`config.mk`:
```
export PLATFORM = sky130hd
export DESIGN_NAME = http_request_line_parser
export DESIGN_NICKNAME = d
export VERILOG_FILES = /design/src/hdl/hrlp_pkg.sv /design/src/hdl/http_request_line_parser.sv /design/src/hdl/hrlp_track.sv /design/src/hdl/hrlp_decode.sv
export SDC_FILE = /design/constraint.sdc
export NUM_CORES = 1
export LEC_CHECK = 0
export CAP_MARGIN = 20
export CORE_ASPECT_RATIO = 1.2
export CORE_MARGIN = 3
export CORE_UTILIZATION = 65
export DETAILED_ROUTE_END_ITERATION = 10
export DONT_BUFFER_PORTS = 1
export MAX_ROUTING_LAYER = met4
export PLACE_DENSITY_LB_ADDON = 0.12
export SLEW_MARGIN = 10
export SYNTH_ARGS = -nofsm -noshare
export SYNTH_HDL_FRONTEND = slang
export SYNTH_SLANG_ARGS = --single-unit
export TNS_END_PERCENT = 100
```
`constraint.sdc`:
```
create_clock -name clock -period 21.3 [get_ports clock]
set_clock_uncertainty 0.15 [all_clocks]
set_input_delay 4.26 -clock clock [delete_from_list [all_inputs] [get_ports clock]]
set_output_delay 4.26 -clock clock [all_outputs]
set_load 0.05 [all_outputs]
```
`src/hdl/hrlp_pkg.sv`:
```
// hrlp_pkg: shared types, codes and character tables of the request line parser
// no dependencies; imported by every hrlp module and the top level
package hrlp_pkg;

   localparam int unsigned MaxRequestBytes = 65536;
   localparam int unsigned PosWidth = $clog2(MaxRequestBytes + 1);
   localparam logic [15:0] Sat16 = 16'hFFFF;

   typedef enum logic [1:0] {PH_METHOD, PH_PATH, PH_REST, PH_BAD} phase_type;
   typedef enum logic [1:0] {EN_IDLE, EN_WORK, EN_SUM} engine_type;
   typedef enum logic [1:0] {OP_NONE, OP_SEG, OP_FLUSH} op_kind_type;
   typedef enum logic [1:0] {TAIL_NONE, TAIL_BYTE, TAIL_FLUSH} tail_type;
   typedef enum logic [1:0] {SEG_PATH, SEG_QUERY, SEG_FRAG} seg_type;
   typedef enum logic [1:0] {ESC_NONE, ESC_PCT, ESC_DIGIT, ESC_CHAR} esc_type;

   localparam logic [3:0] MTH_UNKNOWN = 4'd0;
   localparam logic [3:0] MTH_GET     = 4'd1;
   localparam logic [3:0] MTH_HEAD    = 4'd2;
   localparam logic [3:0] MTH_OPTIONS = 4'd7;
   localparam logic [3:0] MTH_TRACE   = 4'd9;

   localparam logic [1:0] RPL_FILE        = 2'd0;
   localparam logic [1:0] RPL_OPTIONS     = 2'd1;
   localparam logic [1:0] RPL_TRACE       = 2'd2;
   localparam logic [1:0] RPL_NOT_ALLOWED = 2'd3;

   localparam logic [1:0] ERR_OK     = 2'd0;
   localparam logic [1:0] ERR_METHOD = 2'd1;
   localparam logic [1:0] ERR_MARKER = 2'd2;

   localparam logic [3:0] MIME_OTHER = 4'd10;

   localparam logic KIND_PATH    = 1'b0;
   localparam logic KIND_SUMMARY = 1'b1;

   localparam logic [1:0] CSR_WINDOWS_PATHS   = 2'd0;
   localparam logic [1:0] CSR_START_PAGE_MIME = 2'd1;

   localparam logic [7:0] ChCr = 8'h0D;
   localparam logic [7:0] ChLf = 8'h0A;

   localparam logic [7:0] MthName [10][8] = '{
      '{"U", "N", "K", "N", "O", "W", "N", 8'h00},
      '{"G", "E", "T", 8'h00, 8'h00, 8'h00, 8'h00, 8'h00},
      '{"H", "E", "A", "D", 8'h00, 8'h00, 8'h00, 8'h00},
      '{"P", "O", "S", "T", 8'h00, 8'h00, 8'h00, 8'h00},
      '{"P", "U", "T", 8'h00, 8'h00, 8'h00, 8'h00, 8'h00},
      '{"P", "A", "T", "C", "H", 8'h00, 8'h00, 8'h00},
      '{"D", "E", "L", "E", "T", "E", 8'h00, 8'h00},
      '{"O", "P", "T", "I", "O", "N", "S", 8'h00},
      '{"C", "O", "N", "N", "E", "C", "T", 8'h00},
      '{"T", "R", "A", "C", "E", 8'h00, 8'h00, 8'h00}};
   localparam logic [3:0] MthLen [10] = '{4'd7, 4'd3, 4'd4, 4'd4, 4'd3, 4'd5, 4'd6, 4'd7,
                                          4'd7, 4'd5};

   localparam logic [7:0] Marker [6] = '{" ", "H", "T", "T", "P", "/"};

   localparam logic [7:0] KaUp [22] = '{"C", "o", "n", "n", "e", "c", "t", "i", "o", "n",
      ":", " ", "K", "e", "e", "p", "-", "A", "l", "i", "v", "e"};
   localparam logic [7:0] KaLo [22] = '{"C", "o", "n", "n", "e", "c", "t", "i", "o", "n",
      ":", " ", "k", "e", "e", "p", "-", "a", "l", "i", "v", "e"};

   localparam logic [7:0] ExtName [12][4] = '{
      '{"h", "t", "m", "l"}, '{"h", "t", "m", 8'h00}, '{"c", "s", "s", 8'h00},
      '{"j", "s", 8'h00, 8'h00}, '{"t", "x", "t", 8'h00}, '{"j", "p", "g", 8'h00},
      '{"j", "p", "e", "g"}, '{"p", "n", "g", 8'h00}, '{"g", "i", "f", 8'h00},
      '{"s", "v", "g", 8'h00}, '{"j", "s", "o", "n"}, '{"x", "m", "l", 8'h00}};
   localparam logic [2:0] ExtLen [12] = '{3'd4, 3'd3, 3'd3, 3'd2, 3'd3, 3'd3, 3'd4, 3'd3,
                                          3'd3, 3'd3, 3'd4, 3'd3};
   localparam logic [3:0] ExtCls [12] = '{4'd0, 4'd0, 4'd1, 4'd2, 4'd3, 4'd4, 4'd4, 4'd5,
                                          4'd6, 4'd7, 4'd8, 4'd9};

   typedef struct packed {
      logic        go;
      op_kind_type kind;
      logic [7:0]  data;
   } hrlp_op_type;

   typedef struct packed {
      logic       emit;
      logic [7:0] ch;
      logic       consume;
   } hrlp_dec_type;

   typedef struct packed {
      logic [15:0] plen;
      logic [15:0] qlen;
      logic [15:0] flen;
      logic [3:0]  mime;
   } hrlp_seg_type;

   typedef struct packed {
      logic [15:0] hdr_len;
      logic        keep;
   } hrlp_trk_type;

   function automatic logic [15:0] inc_sat(input logic [15:0] v);
      return (v == Sat16) ? v : v + 16'd1;
   endfunction

   function automatic logic is_hex(input logic [7:0] c);
      return (c >= "0" && c <= "9") || (c >= "a" && c <= "f") || (c >= "A" && c <= "F");
   endfunction

   function automatic logic [3:0] hex_val(input logic [7:0] c);
      logic [7:0] v;
      if (c >= "a") v = c - 8'd87;
      else if (c >= "A") v = c - 8'd55;
      else v = c - 8'd48;
      return v[3:0];
   endfunction

   function automatic logic [3:0] mime_lookup(input logic [31:0] ext, input logic [2:0] len);
      logic [3:0] cls;
      logic       hit;
      logic       found;
      cls = MIME_OTHER;
      found = 1'b0;
      for (int i = 0; i < 12; i++) begin
         hit = (len == ExtLen[i]);
         for (int j = 0; j < 4; j++) begin
            if (j < int'(len) && ext[8*j +: 8] != ExtName[i][j]) hit = 1'b0;
         end
         if (hit && !found) begin
            found = 1'b1;
            cls = ExtCls[i];
         end
      end
      return cls;
   endfunction

endpackage

```
`src/hdl/http_request_line_parser.sv`:
```
// http_request_line_parser: top level, one request byte per item
// a byte goes through the input register, then the result register, to its first path item;
//   the summary is loaded from the EN_SUM state into the result register after the last op
// throughput: 1 byte per cycle while the output is free; the engine stays busy while it replays
//   the bytes of a broken " HTTP/" match, passes through a broken escape, and sends the summary
// reset: synchronous, clears config, per-request state and both handshake registers
module http_request_line_parser import hrlp_pkg::*; (
   input  logic        clock,
   input  logic        reset,
   input  logic        req_valid,
   output logic        req_ready,
   input  logic [7:0]  req_request_byte,
   input  logic        req_end_of_request,
   output logic        rsp_valid,
   input  logic        rsp_ready,
   output logic        rsp_kind,
   output logic [7:0]  rsp_path_char,
   output logic [3:0]  rsp_method_code,
   output logic [1:0]  rsp_reply_kind,
   output logic [15:0] rsp_path_length,
   output logic [15:0] rsp_query_length,
   output logic [15:0] rsp_fragment_length,
   output logic [15:0] rsp_header_length,
   output logic [3:0]  rsp_mime_class,
   output logic        rsp_keep_alive,
   output logic [1:0]  rsp_error_code,
   output logic        rsp_last,
   input  logic        csr_valid,
   output logic        csr_ready,
   input  logic [1:0]  csr_index,
   input  logic [3:0]  csr_data
);

   // configuration
   logic       win_ff;
   logic [3:0] start_ff;

   // input item register
   logic       in_valid_ff, in_valid_in;
   logic [7:0] in_byte_ff;
   logic       in_end_ff;

   // request line state
   phase_type          phase_ff, phase_in;
   logic [9:0]         mm_ff, mm_in;
   logic [3:0]         mpos_ff, mpos_in;
   logic [3:0]         mcode_ff, mcode_in;
   logic [2:0]         mk_ff, mk_in;
   logic [PosWidth-1:0] pos_ff, pos_in;

   // engine and pending work of the current item
   engine_type state_ff, state_in;
   logic [2:0] wk_idx_ff;
   logic [2:0] wk_len_ff;
   tail_type   wk_tail_ff;
   logic [7:0] wk_byte_ff;
   logic       wk_sup_ff;
   logic       wk_end_ff;

   // result register
   logic        rsp_valid_ff, rsp_valid_in;
   logic        kind_ff;
   logic [7:0]  char_ff;
   logic [3:0]  method_ff;
   logic [1:0]  reply_ff;
   logic [15:0] plen_ff, qlen_ff, flen_ff, hlen_ff;
   logic [3:0]  mime_ff;
   logic        keep_ff;
   logic [1:0]  err_ff;
   logic        last_ff;

   logic         live;
   logic         found;
   logic [3:0]   sel;
   logic [2:0]   ent_len;
   tail_type     ent_tail;
   logic         ent_sup;
   logic         busy;
   logic [2:0]   cur_idx;
   logic [2:0]   cur_len;
   tail_type     cur_tail;
   logic [7:0]   cur_byte;
   logic         cur_sup;
   logic         cur_end;
   logic         is_rep;
   logic         out_free;
   logic         go;
   logic         take;
   logic         step_done;
   logic [2:0]   idx_next;
   logic         clear_req;
   logic         path_emit;
   logic         bad;
   logic [1:0]   sum_reply;
   hrlp_op_type  op;
   hrlp_dec_type dec;
   hrlp_seg_type seg;
   hrlp_trk_type trk;

   assign csr_ready = 1'b1;

   always_ff @(posedge clock) begin
      if (reset) begin
         win_ff   <= 1'b0;
         start_ff <= '0;
      end else if (csr_valid) begin
         case (csr_index)
            CSR_WINDOWS_PATHS:   win_ff <= csr_data[0];
            CSR_START_PAGE_MIME: start_ff <= csr_data;
            default: ;
         endcase
      end
   end

   // bytes past the size limit still close the request but are not parsed
   assign live = pos_ff < PosWidth'(MaxRequestBytes);

   // method match, marker match and the work list of the byte in the input register
   always_comb begin
      found    = 1'b0;
      sel      = MTH_UNKNOWN;
      mm_in    = mm_ff;
      mpos_in  = mpos_ff;
      mcode_in = mcode_ff;
      phase_in = phase_ff;
      mk_in    = mk_ff;
      pos_in   = pos_ff;
      ent_len  = '0;
      ent_tail = TAIL_NONE;
      if (live) begin
         pos_in = pos_ff + 1'b1;
         case (phase_ff)
            PH_METHOD: begin
               if (in_byte_ff == " ") begin
                  for (int i = 0; i < 10; i++) begin
                     if (!found && mm_ff[i] && MthLen[i] == mpos_ff) begin
                        found = 1'b1;
                        sel = 4'(i);
                     end
                  end
                  if (found && sel != MTH_UNKNOWN) begin
                     mcode_in = sel;
                     phase_in = PH_PATH;
                  end else begin
                     phase_in = PH_BAD;
                  end
               end else begin
                  for (int i = 0; i < 10; i++) begin
                     if (mpos_ff >= MthLen[i] || MthName[i][mpos_ff[2:0]] != in_byte_ff)
                        mm_in[i] = 1'b0;
                  end
                  if (mpos_ff < 4'd8) mpos_in = mpos_ff + 4'd1;
                  if (mm_in == '0) phase_in = PH_BAD;
               end
            end
            PH_PATH: begin
               if (in_byte_ff == Marker[mk_ff]) begin
                  mk_in = mk_ff + 3'd1;
                  if (mk_ff == 3'd5) begin
                     phase_in = PH_REST;
                     ent_tail = TAIL_FLUSH;
                  end
               end else begin
                  // a broken marker match hands its bytes back to the target
                  ent_len = mk_ff;
                  if (in_byte_ff == " ") begin
                     mk_in = 3'd1;
                  end else begin
                     mk_in = 3'd0;
                     ent_tail = TAIL_BYTE;
                  end
               end
            end
            default: ;
         endcase
      end
   end

   // path items of a closing byte are dropped unless the marker has been found
   assign ent_sup = in_end_ff && (phase_in != PH_REST);

   // select the operation of this cycle: new item or pending work
   always_comb begin
      busy     = (state_ff == EN_WORK);
      cur_idx  = busy ? wk_idx_ff : 3'd0;
      cur_len  = busy ? wk_len_ff : ent_len;
      cur_tail = busy ? wk_tail_ff : ent_tail;
      cur_byte = busy ? wk_byte_ff : in_byte_ff;
      cur_sup  = busy ? wk_sup_ff : ent_sup;
      cur_end  = busy ? wk_end_ff : in_end_ff;
      is_rep   = cur_idx < cur_len;
      out_free = !rsp_valid_ff || rsp_ready;
      go       = out_free && (busy || (state_ff == EN_IDLE && in_valid_ff));
      take     = go && (state_ff == EN_IDLE);
      if (is_rep) op.kind = OP_SEG;
      else if (cur_tail == TAIL_BYTE) op.kind = OP_SEG;
      else if (cur_tail == TAIL_FLUSH) op.kind = OP_FLUSH;
      else op.kind = OP_NONE;
      op.data = is_rep ? Marker[cur_idx] : cur_byte;
      op.go   = go && (op.kind != OP_NONE);
      step_done = (op.kind == OP_NONE) ||
                  (dec.consume && (!is_rep ||
                   (cur_idx + 3'd1 == cur_len && cur_tail == TAIL_NONE)));
      idx_next  = (dec.consume && is_rep) ? cur_idx + 3'd1 : cur_idx;
      clear_req = (state_ff == EN_SUM) && out_free;
      path_emit = op.go && dec.emit && !cur_sup;
   end

   // engine state machine
   always_comb begin
      state_in = state_ff;
      case (state_ff)
         EN_IDLE: begin
            if (go) state_in = step_done ? (cur_end ? EN_SUM : EN_IDLE) : EN_WORK;
         end
         EN_WORK: begin
            if (go && step_done) state_in = cur_end ? EN_SUM : EN_IDLE;
         end
         EN_SUM: begin
            if (out_free) state_in = EN_IDLE;
         end
         default: state_in = EN_IDLE;
      endcase
   end

   always_ff @(posedge clock) begin
      if (reset) state_ff <= EN_IDLE;
      else state_ff <= state_in;
   end

   always_ff @(posedge clock) begin
      if (go && !step_done) begin
         wk_idx_ff  <= idx_next;
         wk_len_ff  <= cur_len;
         wk_tail_ff <= cur_tail;
         wk_byte_ff <= cur_byte;
         wk_sup_ff  <= cur_sup;
         wk_end_ff  <= cur_end;
      end
   end

   // input register: takes the next byte while the engine works on this one
   assign req_ready = !in_valid_ff || take;

   always_comb begin
      in_valid_in = in_valid_ff;
      if (req_valid && req_ready) in_valid_in = 1'b1;
      else if (take) in_valid_in = 1'b0;
   end

   always_ff @(posedge clock) begin
      if (reset) in_valid_ff <= 1'b0;
      else in_valid_ff <= in_valid_in;
   end

   always_ff @(posedge clock) begin
      if (req_valid && req_ready) begin
         in_byte_ff <= req_request_byte;
         in_end_ff  <= req_end_of_request;
      end
   end

   // request line state, cleared when the summary leaves
   always_ff @(posedge clock) begin
      if (reset || clear_req) begin
         phase_ff <= PH_METHOD;
         mm_ff    <= '1;
         mpos_ff  <= '0;
         mcode_ff <= MTH_UNKNOWN;
         mk_ff    <= '0;
         pos_ff   <= '0;
      end else if (take) begin
         phase_ff <= phase_in;
         mm_ff    <= mm_in;
         mpos_ff  <= mpos_in;
         mcode_ff <= mcode_in;
         mk_ff    <= mk_in;
         pos_ff   <= pos_in;
      end
   end

   hrlp_track u_track (
      .clock (clock),
      .reset (reset),
      .en    (take && live),
      .clear (clear_req),
      .data  (in_byte_ff),
      .trk   (trk)
   );

   hrlp_decode u_decode (
      .clock      (clock),
      .reset      (reset),
      .op         (op),
      .clear      (clear_req),
      .windows    (win_ff),
      .start_mime (start_ff),
      .dec        (dec),
      .seg        (seg)
   );

   // summary fields
   always_comb begin
      bad = (phase_ff == PH_METHOD) || (phase_ff == PH_BAD);
      if (bad) sum_reply = RPL_NOT_ALLOWED;
      else if (mcode_ff == MTH_GET || mcode_ff == MTH_HEAD) sum_reply = RPL_FILE;
      else if (mcode_ff == MTH_OPTIONS) sum_reply = RPL_OPTIONS;
      else if (mcode_ff == MTH_TRACE) sum_reply = RPL_TRACE;
      else sum_reply = RPL_NOT_ALLOWED;
   end

   // result register
   always_comb begin
      rsp_valid_in = rsp_valid_ff;
      if (path_emit || clear_req) rsp_valid_in = 1'b1;
      else if (rsp_ready) rsp_valid_in = 1'b0;
   end

   always_ff @(posedge clock) begin
      if (reset) rsp_valid_ff <= 1'b0;
      else rsp_valid_ff <= rsp_valid_in;
   end

   always_ff @(posedge clock) begin
      if (path_emit) begin
         kind_ff   <= KIND_PATH;
         char_ff   <= dec.ch;
         method_ff <= '0;
         reply_ff  <= '0;
         plen_ff   <= '0;
         qlen_ff   <= '0;
         flen_ff   <= '0;
         hlen_ff   <= '0;
         mime_ff   <= '0;
         keep_ff   <= 1'b0;
         err_ff    <= ERR_OK;
         last_ff   <= 1'b0;
      end else if (clear_req) begin
         kind_ff   <= KIND_SUMMARY;
         char_ff   <= '0;
         method_ff <= bad ? MTH_UNKNOWN : mcode_ff;
         reply_ff  <= sum_reply;
         plen_ff   <= (phase_ff == PH_REST) ? seg.plen : 16'd0;
         qlen_ff   <= (phase_ff == PH_REST) ? seg.qlen : 16'd0;
         flen_ff   <= (phase_ff == PH_REST) ? seg.flen : 16'd0;
         hlen_ff   <= bad ? 16'd0 : trk.hdr_len;
         mime_ff   <= (phase_ff == PH_REST) ? seg.mime : MIME_OTHER;
         keep_ff   <= bad ? 1'b0 : trk.keep;
         err_ff    <= bad ? ERR_METHOD : ((phase_ff == PH_REST) ? ERR_OK : ERR_MARKER);
         last_ff   <= 1'b1;
      end
   end

   assign rsp_valid           = rsp_valid_ff;
   assign rsp_kind            = kind_ff;
   assign rsp_path_char       = char_ff;
   assign rsp_method_code     = method_ff;
   assign rsp_reply_kind      = reply_ff;
   assign rsp_path_length     = plen_ff;
   assign rsp_query_length    = qlen_ff;
   assign rsp_fragment_length = flen_ff;
   assign rsp_header_length   = hlen_ff;
   assign rsp_mime_class      = mime_ff;
   assign rsp_keep_alive      = keep_ff;
   assign rsp_error_code      = err_ff;
   assign rsp_last            = last_ff;

   // sending the summary returns the request state to its start
   a_clear: assert property (@(posedge clock) disable iff (reset)
      clear_req |=> (phase_ff == PH_METHOD && pos_ff == '0 && mk_ff == '0))
      else $error("request state not cleared after summary");

   // pending replay never runs past its marker bytes
   a_work_idx: assert property (@(posedge clock) disable iff (reset)
      (state_ff == EN_WORK) |-> (wk_idx_ff <= wk_len_ff && wk_len_ff < 3'd6))
      else $error("work pointer out of range");

   // while looking for the marker the match position stays below its length
   a_marker: assert property (@(posedge clock) disable iff (reset)
      (phase_ff == PH_PATH) |-> (mk_ff < 3'd6))
      else $error("marker position out of range");

   // no byte is taken while the summary is pending
   a_sum_hold: assert property (@(posedge clock) disable iff (reset)
      (state_ff == EN_SUM) |-> !take)
      else $error("byte taken during summary");

endmodule

```
`src/hdl/hrlp_track.sv`:
```
// hrlp_track: header section length and keep-alive header tracker
// depends on hrlp_pkg
module hrlp_track import hrlp_pkg::*; (
   input  logic         clock,
   input  logic         reset,
   input  logic         en,
   input  logic         clear,
   input  logic [7:0]   data,
   output hrlp_trk_type trk
);

   logic [23:0] lb_ff, lb_in;
   logic        crlf_ff, crlf_in;
   logic        done_ff, done_in;
   logic [15:0] hdr_ff, hdr_in;
   logic [4:0]  up_ff, up_in;
   logic [4:0]  lo_ff, lo_in;
   logic        flag_ff, flag_in;

   always_comb begin
      crlf_in = crlf_ff;
      done_in = done_ff;
      hdr_in  = hdr_ff;
      flag_in = flag_ff;
      if (crlf_ff && !done_ff) hdr_in = inc_sat(hdr_ff);
      if (lb_ff[7:0] == ChCr && data == ChLf) begin
         if (!crlf_ff) begin
            crlf_in = 1'b1;
            hdr_in  = 16'd2;
         end else if (!done_ff && lb_ff[15:8] == ChLf && lb_ff[23:16] == ChCr) begin
            done_in = 1'b1;
         end
      end
      // two pattern trackers, one per spelling
      if (up_ff < 5'd22 && data == KaUp[up_ff]) up_in = up_ff + 5'd1;
      else up_in = (data == "C") ? 5'd1 : 5'd0;
      if (lo_ff < 5'd22 && data == KaLo[lo_ff]) lo_in = lo_ff + 5'd1;
      else lo_in = (data == "C") ? 5'd1 : 5'd0;
      if (up_in == 5'd22 || lo_in == 5'd22) begin
         if (crlf_in && !done_in) flag_in = 1'b1;
         up_in = 5'd0;
         lo_in = 5'd0;
      end
      lb_in = {lb_ff[15:0], data};
   end

   always_ff @(posedge clock) begin
      if (reset || clear) begin
         lb_ff   <= '0;
         crlf_ff <= 1'b0;
         done_ff <= 1'b0;
         hdr_ff  <= '0;
         up_ff   <= '0;
         lo_ff   <= '0;
         flag_ff <= 1'b0;
      end else if (en) begin
         lb_ff   <= lb_in;
         crlf_ff <= crlf_in;
         done_ff <= done_in;
         hdr_ff  <= hdr_in;
         up_ff   <= up_in;
         lo_ff   <= lo_in;
         flag_ff <= flag_in;
      end
   end

   assign trk.hdr_len = done_ff ? hdr_ff : 16'd0;
   assign trk.keep    = flag_ff && done_ff;

endmodule

```
`src/hdl/hrlp_decode.sv`:
```
// hrlp_decode: target splitter, percent decoder and extension capture
// depends on hrlp_pkg; one target byte or flush step per operation
module hrlp_decode import hrlp_pkg::*; (
   input  logic         clock,
   input  logic         reset,
   input  hrlp_op_type  op,
   input  logic         clear,
   input  logic         windows,
   input  logic [3:0]   start_mime,
   output hrlp_dec_type dec,
   output hrlp_seg_type seg
);

   seg_type     seg_ff, seg_in;
   logic [15:0] plen_ff, plen_in;
   logic [15:0] qlen_ff, qlen_in;
   logic [15:0] flen_ff, flen_in;
   logic        slash_ff, slash_in;
   esc_type     esc_ff, esc_in;
   logic [7:0]  echar_ff, echar_in;
   logic        any_ff, any_in;
   logic        dot_ff, dot_in;
   logic [2:0]  elen_ff, elen_in;
   logic [31:0] ebuf_ff, ebuf_in;

   logic [7:0] b;
   logic [7:0] raw;
   logic [7:0] d;
   logic       emit;
   logic       qh;
   logic       drop;
   logic       cont;

   always_comb begin
      b = op.data;
      seg_in = seg_ff;
      plen_in = plen_ff;
      qlen_in = qlen_ff;
      flen_in = flen_ff;
      slash_in = slash_ff;
      esc_in = esc_ff;
      echar_in = echar_ff;
      any_in = any_ff;
      dot_in = dot_ff;
      elen_in = elen_ff;
      ebuf_in = ebuf_ff;
      raw = b;
      emit = 1'b0;
      dec.consume = 1'b0;
      qh = (b == "?") || (b == "#");
      drop = (plen_ff == 16'd0) && (b == "/");
      cont = !qh && !drop && is_hex(b) && (esc_ff == ESC_PCT || esc_ff == ESC_DIGIT);
      if (op.go) begin
         case (op.kind)
            OP_SEG: begin
               case (seg_ff)
                  SEG_PATH: begin
                     if (esc_ff == ESC_CHAR) begin
                        emit = 1'b1;
                        raw = echar_ff;
                        esc_in = ESC_NONE;
                     end else if (esc_ff != ESC_NONE && !cont) begin
                        // broken escape: pass the percent sign, then the held digit if there is one
                        emit = 1'b1;
                        raw = "%";
                        esc_in = (esc_ff == ESC_DIGIT) ? ESC_CHAR : ESC_NONE;
                     end else begin
                        dec.consume = 1'b1;
                        if (b == "?") begin
                           seg_in = SEG_QUERY;
                           qlen_in = 16'd1;
                        end else if (b == "#") begin
                           seg_in = SEG_FRAG;
                           flen_in = 16'd1;
                        end else begin
                           plen_in = inc_sat(plen_ff);
                           if (drop) begin
                              slash_in = 1'b1;
                           end else begin
                              case (esc_ff)
                                 ESC_PCT: begin
                                    esc_in = ESC_DIGIT;
                                    echar_in = b;
                                 end
                                 ESC_DIGIT: begin
                                    emit = 1'b1;
                                    raw = {hex_val(echar_ff), hex_val(b)};
                                    esc_in = ESC_NONE;
                                 end
                                 default: begin
                                    if (b == "%") esc_in = ESC_PCT;
                                    else emit = 1'b1;
                                 end
                              endcase
                           end
                        end
                     end
                  end
                  SEG_QUERY: begin
                     dec.consume = 1'b1;
                     if (b == "#" && flen_ff == 16'd0) begin
                        seg_in = SEG_FRAG;
                        flen_in = 16'd1;
                     end else begin
                        qlen_in = inc_sat(qlen_ff);
                     end
                  end
                  default: begin
                     dec.consume = 1'b1;
                     if (b == "?" && qlen_ff == 16'd0) begin
                        seg_in = SEG_QUERY;
                        qlen_in = 16'd1;
                     end else begin
                        flen_in = inc_sat(flen_ff);
                     end
                  end
               endcase
            end
            OP_FLUSH: begin
               if (esc_ff == ESC_CHAR) begin
                  emit = 1'b1;
                  raw = echar_ff;
                  esc_in = ESC_NONE;
               end else if (esc_ff != ESC_NONE) begin
                  emit = 1'b1;
                  raw = "%";
                  esc_in = (esc_ff == ESC_DIGIT) ? ESC_CHAR : ESC_NONE;
               end else begin
                  dec.consume = 1'b1;
               end
            end
            default: ;
         endcase
      end
      d = (windows && raw == "/") ? "\\" : raw;
      if (emit) begin
         if (d == ".") begin
            dot_in = any_ff;
            elen_in = 3'd0;
         end else if (dot_ff) begin
            if (elen_ff < 3'd4) begin
               ebuf_in[8*elen_ff[1:0] +: 8] = (d >= "A" && d <= "Z") ? d + 8'd32 : d;
               elen_in = elen_ff + 3'd1;
            end else begin
               elen_in = 3'd5;
            end
         end
         any_in = 1'b1;
      end
      dec.emit = emit;
      dec.ch = d;
   end

   always_ff @(posedge clock) begin
      if (reset || clear) begin
         seg_ff   <= SEG_PATH;
         plen_ff  <= '0;
         qlen_ff  <= '0;
         flen_ff  <= '0;
         slash_ff <= 1'b0;
         esc_ff   <= ESC_NONE;
         echar_ff <= '0;
         any_ff   <= 1'b0;
         dot_ff   <= 1'b0;
         elen_ff  <= '0;
         ebuf_ff  <= '0;
      end else begin
         seg_ff   <= seg_in;
         plen_ff  <= plen_in;
         qlen_ff  <= qlen_in;
         flen_ff  <= flen_in;
         slash_ff <= slash_in;
         esc_ff   <= esc_in;
         echar_ff <= echar_in;
         any_ff   <= any_in;
         dot_ff   <= dot_in;
         elen_ff  <= elen_in;
         ebuf_ff  <= ebuf_in;
      end
   end

   always_comb begin
      seg.plen = plen_ff;
      seg.qlen = qlen_ff;
      seg.flen = flen_ff;
      if (plen_ff == {15'd0, slash_ff}) seg.mime = (start_mime > MIME_OTHER) ? MIME_OTHER
                                                                           : start_mime;
      else if (!dot_ff || elen_ff == 3'd0 || elen_ff > 3'd4) seg.mime = MIME_OTHER;
      else seg.mime = mime_lookup(ebuf_ff, elen_ff);
   end

endmodule
```
; Word-level counts from Yosys, hierarchy flattened
; Memory sizes are Yosys's and may differ from the RTL's.
; Cells that the tools add are included.
[word_totals]
ff_bits = 313
latchBits = 0
ram_bits = 0
romBits = 1280
in_bits = 20
out_inout_bits = 90
wordCells = 809
mem_count = 14
[memory_table]
columns = name, depth, width, read_ports, rd_ports_with_merged_regs, write_ports, line
row1 = (no name shown), 32, 8, 1, 0, 0, hrlp_track.sv:35  ; if (up_ff < 5'd22 && data == KaUp[up_ff]) up_in = up_ff + 5'd1;
row2 = (no name shown), 32, 8, 1, 0, 0, hrlp_track.sv:37  ; if (lo_ff < 5'd22 && data == KaLo[lo_ff]) lo_in = lo_ff + 5'd1;
row3 = (no name shown), 8, 8, 1, 0, 0, http_request_line_parser.sv:199  ; op.data = is_rep ? Marker[cur_idx] : cur_byte;
row4 = (no name shown), 8, 8, 1, 0, 0, http_request_line_parser.sv:157  ; if (in_byte_ff == Marker[mk_ff]) begin
row5 = (no name shown), 8, 8, 1, 0, 0, http_request_line_parser.sv:149  ; if (mpos_ff >= MthLen[i] || MthName[i][mpos_ff[2:0]] != in_byte_ff)
row6 = (no name shown), 8, 8, 1, 0, 0, http_request_line_parser.sv:149
row7 = +8 memories, n/a, n/a, n/a, n/a, n/a, n/a
[op_classes]
addsub = 19
n_mul = 0
div_mod_pow = 0
order_cmp = 32
eq_ne = 108
shift = 2
n_mux = 380
bitwise = 13
n_reduce_logical = 193
[op_table]
columns = cell, count
row1 = 16-bit two-way mux, 22
row2 = 8-bit two-way mux, 44
row3 = 1-bit two-way mux, 216
row4 = 8-bit by 7-bit inequality test with 1-bit output (second input constant), 27
row5 = 4-bit two-way mux, 32
row6 = 1-bit logical AND, 95
row7 = 2-bit two-way mux, 40
row8 = 8-bit inequality test, 10
row9 = 16-bit by 1-bit adder with 16-bit output (second input constant), 4
row10 = 16-bit == test (second input constant), 4
row11 = 16-bit case mux with 2 select lines, 2
row12 = 8-bit by 6-bit == test with 1-bit output (second input constant), 7
row13 = 16-bit logical NOT, 3
row14 = 8-bit by 7-bit greater-or-equal comparator with 1-bit output (second input constant), 5
row15 = 5-bit negator with 34-bit output, 1
row16 = 8-bit by 34-bit variable shift with 32-bit output (first input constant), 1
row17 = 8-bit by 34-bit variable part select with 32-bit output, 1
row18 = 32-bit bitwise mux, 1
row19 = 8-bit by 4-bit == test with 1-bit output (second input constant), 4
row20 = 8-bit AND reduction, 4
row21 = 1-bit logical NOT, 31
row22 = 3-bit two-way mux, 10
row23 = 1-bit logical OR, 26
row24 = 8-bit == test, 3
row25 = other kinds (65), 154

; Depth between registers and ports, before layout
; Gate-level depths: netlist of the first run.
[depth]
ltp_word = 82
mapped_depth = 33
depth_no_buf = 29

; Modules after synthesis
; A second synthesis of the first run with hierarchy kept.
[unflattened]
hier_cells = 2170
area_unflattened_um2 = 18009.8
[by_module_without_submodules]
columns = module, n_inst, cells_per_inst, area_per_inst_um2, seq_area_each_um2
row1 = http_request_line_parser, 1, 931, 8134.1, 3593.4
row2 = hrlp_decode, 1, 814, 6359.8, 1961.9
row3 = hrlp_track, 1, 425, 3515.9, 1061.0

; Least setup slack after synthesis of the first run
; OpenSTA, ideal clock, no wires.
[synth_timing]
kind = input-to-output
start = in rsp_ready
end = out req_ready
t_arrival_ps = 5465
required_ps = 16890
setup_slack_ps = 11425
path_stages = 4
path_buffers = 1
cell_sequence = nor2b_1 or4b_2 clkbuf_1 nand2_1
[synth_via]
elab_chain_cells = 4
[synth_rtl]
columns = element, line
row1 = start: declaration, http_request_line_parser.sv:15  ; input logic rsp_ready,
row2 = 1-bit logical OR, http_request_line_parser.sv:192  ; out_free = !rsp_valid_ff || rsp_ready;
row3 = 1-bit logical AND, http_request_line_parser.sv:193  ; go = out_free && (busy || (state_ff == EN_IDLE && in_valid_ff));
row4 = 1-bit logical AND, http_request_line_parser.sv:194  ; take = go && (state_ff == EN_IDLE);
row5 = 1-bit logical OR, http_request_line_parser.sv:243  ; assign req_ready = !in_valid_ff || take;
row6 = end: declaration, http_request_line_parser.sv:11  ; output logic req_ready,
; No other way between the ends.

; Final worst setup path of the first run
; Same ends and word-level chain as after synthesis.

==> results.ini, run 1 <==
[pwr]
power_mw=1.54
p_int_mw=1.09
swShare_pct=29.2
cellPowerDensity_nw_per_um2=81.5
clkPwrFrac_pct=41.4
ir_worst_vdd_uv=74.2
power_frac_seq_pct=43.2
p_switching_uw=450
p_leak_nw=6.69
share_comb_of_total_power_pct=15.4

[synth]
synth_ff_type=dfxtp_1
synthXorXnorAreaFrac_pct=5.40
yosysSeqAreaShare_pct=37.4
yosysWarnings=0
ys_seq_elements=313
avgSynthCellArea_um2=8.12
syn_inst=2178
ys_async_sr_fraction_pct=0
synth_top_family_by_area=simple AND/OR/NAND/NOR gates
synth_edf_count=35
yosysUniqueCellTypes=98
synth_area_um2=17700
synth_nets=2259
synth_simple_gate_area_share_pct=25.7
synthAdderAreaFrac_pct=4.31
synth_compound_area_share_pct=19.5
synthMuxAreaShare_pct=2.78

[drt]
vias=15900
drc=0
drt_iter0_markers=1500
vias_per_cell=6.49
dr.pass1.iters=6
final_antenna_net_count=0
wl_mm=47.1
wl_per_cell_um=19.2

[global_routing]
grt_pass1_vias=15200
antenna_found_initial=1
grt_use_total_pct=32.4
grt_overflow=0
grt_pass1_wl_mm=77.0
grt_max_degree=67

[timing]
post-route-period-util_pct=47.1
setup-violations-final=0
finalMaxSlewViolations=0
worst_pin_slew_ns=1.03
relSlewSlack_pct=31.3
hold_viol_final=0
setup_tns_ns=0
rsz0062_at_grt=no
fin_crit_ns=10.03
setup_ws_ns=11.27
max_clock_freq_ghz=0.0997

[die]
core_area_um2=26500
rows=65
die_w_um=157
dieArea_um2=29200
die_y_um=187
pin_count=110
start_util_pct=66.7

[finish]
layout_commonest_cell=dfxtp_1
drive_gt1_share_pct=5.76
nFillCells=2099
fin_area_um2=18900
fin_nets=2176
post-route-util_pct=71.3
areaGrowthSynthToFinish_pct=6.87
final_cell_mix=dfxtp_1, nor2_1, nand2_1

[placement]
portBuffers=0
dp_hpwl_mm=33.1
dpl_cell_area_um2=17700
routabilityCongestion=0.970
dp_slack_ns=11.29

[status]
outcome=finished clean

[cts]
post_cts_buffers=0
clkSinkCount=313
cts_tree=yes
htreeDepth=2
insertion_delay_ns=0.53
post_cts_resized=0
numCtsBuffers=34
cts.clk_slew.worst_paths_ns=0.06
cts.root.buffer_cell=clkbuf_16
cts-hold-fix-buffers=0
cts_buffer_depth=3

[critical_path]
critical_path_arrival_ns=5.62
start_kind=input port
path_class=in2out
cp_max_fo=7
cp_num_buf_inv=0
crit_required_ns=16.89
cpPeakStageDelay_ns=0.76
worst_path_max_delay_cell=or4b_2
end_kind=primary output
cp_top_family=simple AND/OR/NAND/NOR gates
crit_chain=nor2b_1 -> or4b_2 -> nand2_1

[run]
max-cap-violations=0

[hold_path]
min_path_type=reg2reg

## per-layer routing
| metal | global-route usage [%] | share of wire, % |
|---|---|---|
| met2 | 53.1 | 48 |
| met1 | 39.8 | 41 |
| met4 | 13.9 | 4.7 |
| met5 | - | 0 |
| met3 | 4.57 | 6.5 |
## state kept, by name, summed over array words and instances (netlist names), 5 cells and up
signal,flops
mm_ff,10
u_track.hdr_ff,16
wk_byte_ff,8
pos_ff,17
u_decode.plen_ff,16
u_decode.ebuf_ff,32
in_byte_ff,8
rsp_path_length,16
rsp_query_length,16
u_decode.flen_ff,16
u_track.lb_ff,24
u_track.up_ff,5
u_track.lo_ff,5
rsp_path_char,8
rsp_fragment_length,16
rsp_header_length,16
u_decode.qlen_ff,16
u_decode.echar_ff,8
## path summary, 6_finish.rpt
kind	start	end	slack, ns	cells past startpoint
min reg2reg	u_decode.any_ff$_SDFFE_PP0P_	u_decode.any_ff$_SDFFE_PP0P_	0.30	2
min	u_decode.any_ff$_SDFFE_PP0P_	u_decode.any_ff$_SDFFE_PP0P_	0.30	2
max reg2reg	in_byte_ff[3]$_DFFE_PP_	u_decode.ebuf_ff[14]$_SDFFE_PP0P_	12.38	26
max	rsp_ready	req_ready	11.27	3
## Yosys cell counts (6+ instances only)
library cell | count | area, µm²
ha_1 | 61 | 763
nand2b_1 | 46 | 288
a21o_1 | 9 | 67.6
a221oi_1 | 6 | 52.6
nor3_1 | 60 | 300
nand2_1 | 224 | 841
clkbuf_1 | 106 | 398
and4_1 | 7 | 61.3
a211oi_1 | 12 | 90.1
o31ai_1 | 8 | 60.1
nor4_1 | 36 | 225
buf_6 | 6 | 67.6
or3_1 | 26 | 163
a211oi_2 | 6 | 75.1
a22o_1 | 54 | 473
xnor2_1 | 58 | 508
and3_1 | 35 | 219
and2_1 | 16 | 100
nand3b_1 | 24 | 180
nor2b_1 | 17 | 106
o22ai_1 | 13 | 81.3
a21oi_1 | 181 | 906
o21ai_0 | 93 | 465
buf_1 | 12 | 45.0
nor4b_1 | 8 | 70.1
nand3_1 | 99 | 495
or4_1 | 8 | 60.1
buf_2 | 9 | 45.0
mux2i_1 | 39 | 390
inv_1 | 75 | 282
dfxtp_1 | 278 | 5570
o21bai_1 | 7 | 52.6
a31oi_1 | 27 | 169
a211o_1 | 6 | 52.6
o211ai_1 | 8 | 60.1
nand4b_1 | 7 | 61.3
mux2_2 | 7 | 78.8
nor2_1 | 246 | 923
a22oi_1 | 10 | 75.1
edfxtp_1 | 35 | 1050
nand4_1 | 29 | 181
xor2_1 | 51 | 447
nor3b_1 | 8 | 60.1
## power by group through the flow
stage | logic (mW) | clock network, mW | registers (mW)
finish | 0.237 | 0.638 | 0.665
global route | 0.260 | 0.669 | 0.668
CTS | 0.234 | 0.643 | 0.665
detailed placement | 0.232 | 0 | 0.678
global placement | 0.227 | 0 | 0.677
floorplan | 0.186 | 0 | 0.663
## final cells by class
class / instances / area [µm²] / share of cell area [%]
diodes: 1 / 2.50 / 0.0132
clock buffers: 44 / 993 / 5.25
clock inverters: 15 / 224 / 1.18
inverters: 77 / 289 / 1.53
multi-input cells: 1651 / 10200 / 54.1
flip-flops and latches: 313 / 6620 / 35.0
well taps: 335 / 419 / 2.22
repair buffers: 18 / 135 / 0.715
## worst min-delay path: cells and delay by family (launching register included)
family | cells | cell delay [ns]
AO/OA/AOI/OAI | 1 | 0.05
buffers and inverters | 1 | 0.05
flip-flops | 1 | 0.31
## cells by family (layout without fill, tap and decap cells)
kind of cell / count (synthesis) / in the layout
compound gates: 517 / 517
xor+xnor: 109 / 109
simple gates: 916 / 916
fa+ha+maj: 61 / 61
flops: 313 / 313
mux: 47 / 47
buf+inv: 214 / 154
other cells: 1 / 2
## through the flow
step,hold WS (ns),std cells
after global placement,0.285,2392
after global routing,0.320,2454
final,0.300,2454
after detailed placement,0.295,2392
after CTS,0.304,2451
after floorplan,0.275,2178
No activity file was read; power rests on OpenSTA's default activity.
==> run 2: changes to the inputs <==
clock period = 9.8 ns   (was 21.3 ns; I/O delays follow)
==> results.ini, run 2 (synthesis results as in run 1) <==
[hold_path]
min_path_type=reg2reg

[finish]
largest_reg_flops=32
regMostFlops=u_decode.ebuf_ff
drive_gt1_share_pct=5.95
reg_top3=u_decode.ebuf_ff (32), u_track.lb_ff (24), pos_ff (17)
fin_nets=2175
areaGrowthSynthToFinish_pct=6.59
layout_commonest_cell=dfxtp_1
final_cell_mix=dfxtp_1, nor2_1, nand2_1

[timing]
hold_viol_final=0
setup-violations-final=0
fin_crit_ns=8.77
rsz0062_at_grt=no
setup_tns_ns=0
post-route-period-util_pct=89.5
max_clock_freq_ghz=0.114
worst_pin_slew_ns=1.03
relSlewSlack_pct=30.7
setup_ws_ns=1.03
finalMaxSlewViolations=0

[pwr]
p_leak_nw=6.67
ir_worst_vdd_uv=158
cellPowerDensity_nw_per_um2=173

[die]
pin_count=110
core_area_um2=26500
start_util_pct=66.7
die_w_um=157
dieArea_um2=29200
rows=65
die_y_um=187

[critical_path]
path_class=reg2reg
start_kind=flip-flop
critical_path_arrival_ns=9.08
cp_top_family=simple AND/OR/NAND/NOR gates
crit_required_ns=10.10
cp_max_fo=30
end_kind=flip-flop
cpPeakStageDelay_ns=0.69
cp_num_buf_inv=2
worst_path_max_delay_cell=nor4bb_4

[placement]
dp_slack_ns=1.30
routabilityCongestion=0.989
portBuffers=0
dp_hpwl_mm=33.4

[drt]
drc=0
drt_iter0_markers=1370
vias_per_cell=6.42
final_antenna_net_count=0
wl_mm=46.7
vias=15800
wl_per_cell_um=19.0
dr.pass1.iters=6

[cts]
cts_buffer_depth=3
htreeDepth=1
post_cts_buffers=0
numCtsBuffers=31
cts.clk_slew.worst_paths_ns=0.06
insertion_delay_ns=0.59
cts-hold-fix-buffers=0
cts.root.buffer_cell=clkbuf_16
post_cts_resized=0
clkSinkCount=313
cts_tree=yes

[run]
max-cap-violations=0

[global_routing]
grt_use_total_pct=31.9
grt_pass1_wl_mm=76.4
grt_max_degree=79
grt_overflow=0
grt_pass1_vias=15100
antenna_found_initial=1

[status]
outcome=finished clean

## run 2: per-stage QoR
stage	hold slack (ns)	util [%]	instance area, µm²	power [mW]	cells
after floorplan	0.275	-	17700	1.85	2178
after global placement	0.290	66.7	17700	1.97	2395
final	0.303	71.1	18900	3.27	2454
after CTS	0.301	71.1	18900	3.27	2452
after detailed placement	0.293	66.7	17700	1.98	2395
after global routing	0.316	71.1	18900	3.38	2454
## run 2: power breakdown
part           internal (mW)  total [mW]  switching [mW]
sequential              1.34        1.44           0.101
combinational          0.175       0.520           0.345
clock                  0.784        1.30           0.520
## run 2: path summary, 6_finish.rpt
path,from,endpoint,slack [ns],cells past startpoint
setup / recovery,in_byte_ff[4]$_DFFE_PP_,u_decode.ebuf_ff[14]$_SDFFE_PP0P_,1.03,27
hold / removal,u_track.lb_ff[19]$_SDFFE_PP0P_,u_track.lb_ff[19]$_SDFFE_PP0P_,0.30,2
setup reg to reg,in_byte_ff[4]$_DFFE_PP_,u_decode.ebuf_ff[14]$_SDFFE_PP0P_,1.03,27
hold reg to reg,u_track.lb_ff[19]$_SDFFE_PP0P_,u_track.lb_ff[19]$_SDFFE_PP0P_,0.30,2
## run 2: worst min-delay path, cell delays in order (launching register included)
cell and delay (ns):
dfxtp_1 0.31, nand2_1 0.05, a21oi_1 0.05
## run 2: area by class of cell
type	instances	area, µm²
clock inverter	12	161
sequential	313	6620
tap	335	419
timing repair buffer	20	150
inverter	77	289
antenna	1	2.50
fill	2090	7650
clock buffer	45	992
multi-input combinational	1651	10200
## run 2: routing by layer
metal,global-route usage (%),vias up,share of wire (%)
li1,-,7614,-
met1,39.0,7423,41
met2,51.5,567,48
met3,4.85,159,6.1
met4,15.3,0,5.2
met5,-,-,0
==> run 3: changes to the inputs <==
CTS_BUF_LIST = sky130_fd_sc_hd__clkbuf_4   (was unset)
MAX_ROUTING_LAYER = unset   (was met4)
==> results.ini, run 3 (synthesis results as in run 1) <==
[cts]
cts-hold-fix-buffers=0
cts_tree=yes
cts.root.buffer_cell=clkbuf_4
insertion_delay_ns=0.78
cts_buffer_depth=3
post_cts_resized=0
numCtsBuffers=81
htreeDepth=3
clkSinkCount=313
cts.clk_slew.worst_paths_ns=0.06
post_cts_buffers=0

[finish]
layout_commonest_cell=dfxtp_1
areaGrowthSynthToFinish_pct=5.82
seqCellArea_um2=6620
finalNonFillerCells=2538
nFillCells=2213
largest_reg_flops=32
drive_gt1_share_pct=8.59
fin_nets=2224
multi_input_area_um2=10200
final_cell_mix=dfxtp_1, nor2_1, nand2_1
post-route-util_pct=70.6
regMostFlops=u_decode.ebuf_ff
reg_top3=u_decode.ebuf_ff (32), u_track.lb_ff (24), pos_ff (17)

[critical_path]
worst_path_max_delay_cell=nor4bb_4
end_kind=flip-flop
path_class=reg2reg
cp_num_buf_inv=2
reg2reg_to=u_decode.ebuf_ff[22]$_SDFFE_PP0P_
critical_path_arrival_ns=8.98
crit_required_ns=10.28
cp_num_cells=27
cp_top_family=simple AND/OR/NAND/NOR gates
crit_start=in_byte_ff[4]$_DFFE_PP_
start_kind=flip-flop
r2r_start=in_byte_ff[4]$_DFFE_PP_
cpPeakStageDelay_ns=0.68
reg2reg_slack_ns=1.31
ff2ff_path_depth=27
cp_max_fo=30

[placement]
routabilityCongestion=1.01
dp_cells=2395
dp_hpwl_mm=33.4
portBuffers=0

[drt]
drt_iter0_markers=1214
vias=16100
final_antenna_net_count=0
wl_per_cell_um=18.5
drc=0
vias_per_cell=6.35
dr.pass1.iters=6
wl_mm=46.9

[timing]
relSlewSlack_pct=26.3
fin_hold_ws_ns=0.280
worst_pin_slew_ns=1.10
max_clock_freq_ghz=0.118
rsz0062_at_grt=no
hold_viol_final=0
setup-violations-final=0
post-route-period-util_pct=86.7
fin_crit_ns=8.49
setup_tns_ns=0
finalMaxSlewViolations=0

[pwr]
cellPowerDensity_nw_per_um2=165
ir_worst_vdd_uv=125
p_leak_nw=6.69

[global_routing]
grt_overflow=0
antenna_found_initial=3
grt_pass1_vias=15400
grt_use_total_pct=31.4
grt_max_degree=80
grt_pass1_wl_mm=77.0

[die]
die_w_um=157
die_y_um=187
dieArea_um2=29200
start_util_pct=66.7
pin_count=110
core_area_um2=26500
rows=65

[run]
max-cap-violations=0

[status]
outcome=finished clean

[hold_path]
hp-start=u_track.lb_ff[15]$_SDFFE_PP0P_
min_path_type=reg2reg
hold_path_end=u_track.lb_ff[23]$_SDFFE_PP0P_
holdPathStages=2

## run 3: metal layers
| layer | vias to the layer above | global-route usage [%] | wire length [µm] | share of wire (%) |
|---|---|---|---|---|
| met5 | - | 0 | 0 | 0 |
| li1 | 7764 | - | - | - |
| met3 | 142 | 6.73 | 3110 | 6.6 |
| met2 | 559 | 52.3 | 22500 | 48 |
| met4 | 0 | 14.8 | 2010 | 4.3 |
| met1 | 7640 | 38.4 | 19300 | 41 |
## run 3: layout make-up
class                           instances  area share [%]
Antenna cell                            3          0.0401
Clock buffer                          108            4.33
Clock inverter                         32            1.12
Inverter                               77            1.54
Multi-Input combinational cell       1651            54.6
Sequential cell                       313            35.3
Tap cell                              335            2.24
Timing Repair Buffer                   19           0.762
## run 3: power breakdown
| group | leakage (nW) | switching, mW | internal (mW) |
|---|---|---|---|
| clock network | 0.596 | 0.556 | 0.574 |
| registers | 2.57 | 0.100 | 1.34 |
| logic | 3.52 | 0.347 | 0.175 |
## run 3: stage by stage
step	total power, mW	worst slack (ns)	cell area (µm²)
after global placement	1.97	1.76	17700
final	3.09	1.31	18700
after global routing	3.24	0.717	18700
after floorplan	1.85	2.50	17700
after detailed placement	1.98	1.40	17700
after CTS	3.11	1.41	18700
## run 3: worst register-to-register path, delay by kind of cell (launching register included)
kind                     cells  cell delay, ns
AO/OA/AOI/OAI               10            2.35
adder cells (fa/ha/maj)      3            0.87
buffers and inverters        2            0.49
flip-flops                   1            0.37
AND/OR/NAND/NOR             12            4.20
## run 3: worst max-delay path by stage
stage / end / slack, ns
2_1_floorplan: u_decode.ebuf_ff[14]$_SDFFE_PP0P_ / 2.50
3_3_place_gp: u_decode.ebuf_ff[6]$_SDFFE_PP0P_ / 1.76
3_5_place_dp: u_decode.ebuf_ff[14]$_SDFFE_PP0P_ / 1.40
4_1_cts: u_decode.ebuf_ff[22]$_SDFFE_PP0P_ / 1.41
5_1_grt: u_decode.ebuf_ff[14]$_SDFFE_PP0P_ / 0.72
6_report: u_decode.ebuf_ff[22]$_SDFFE_PP0P_ / 1.31
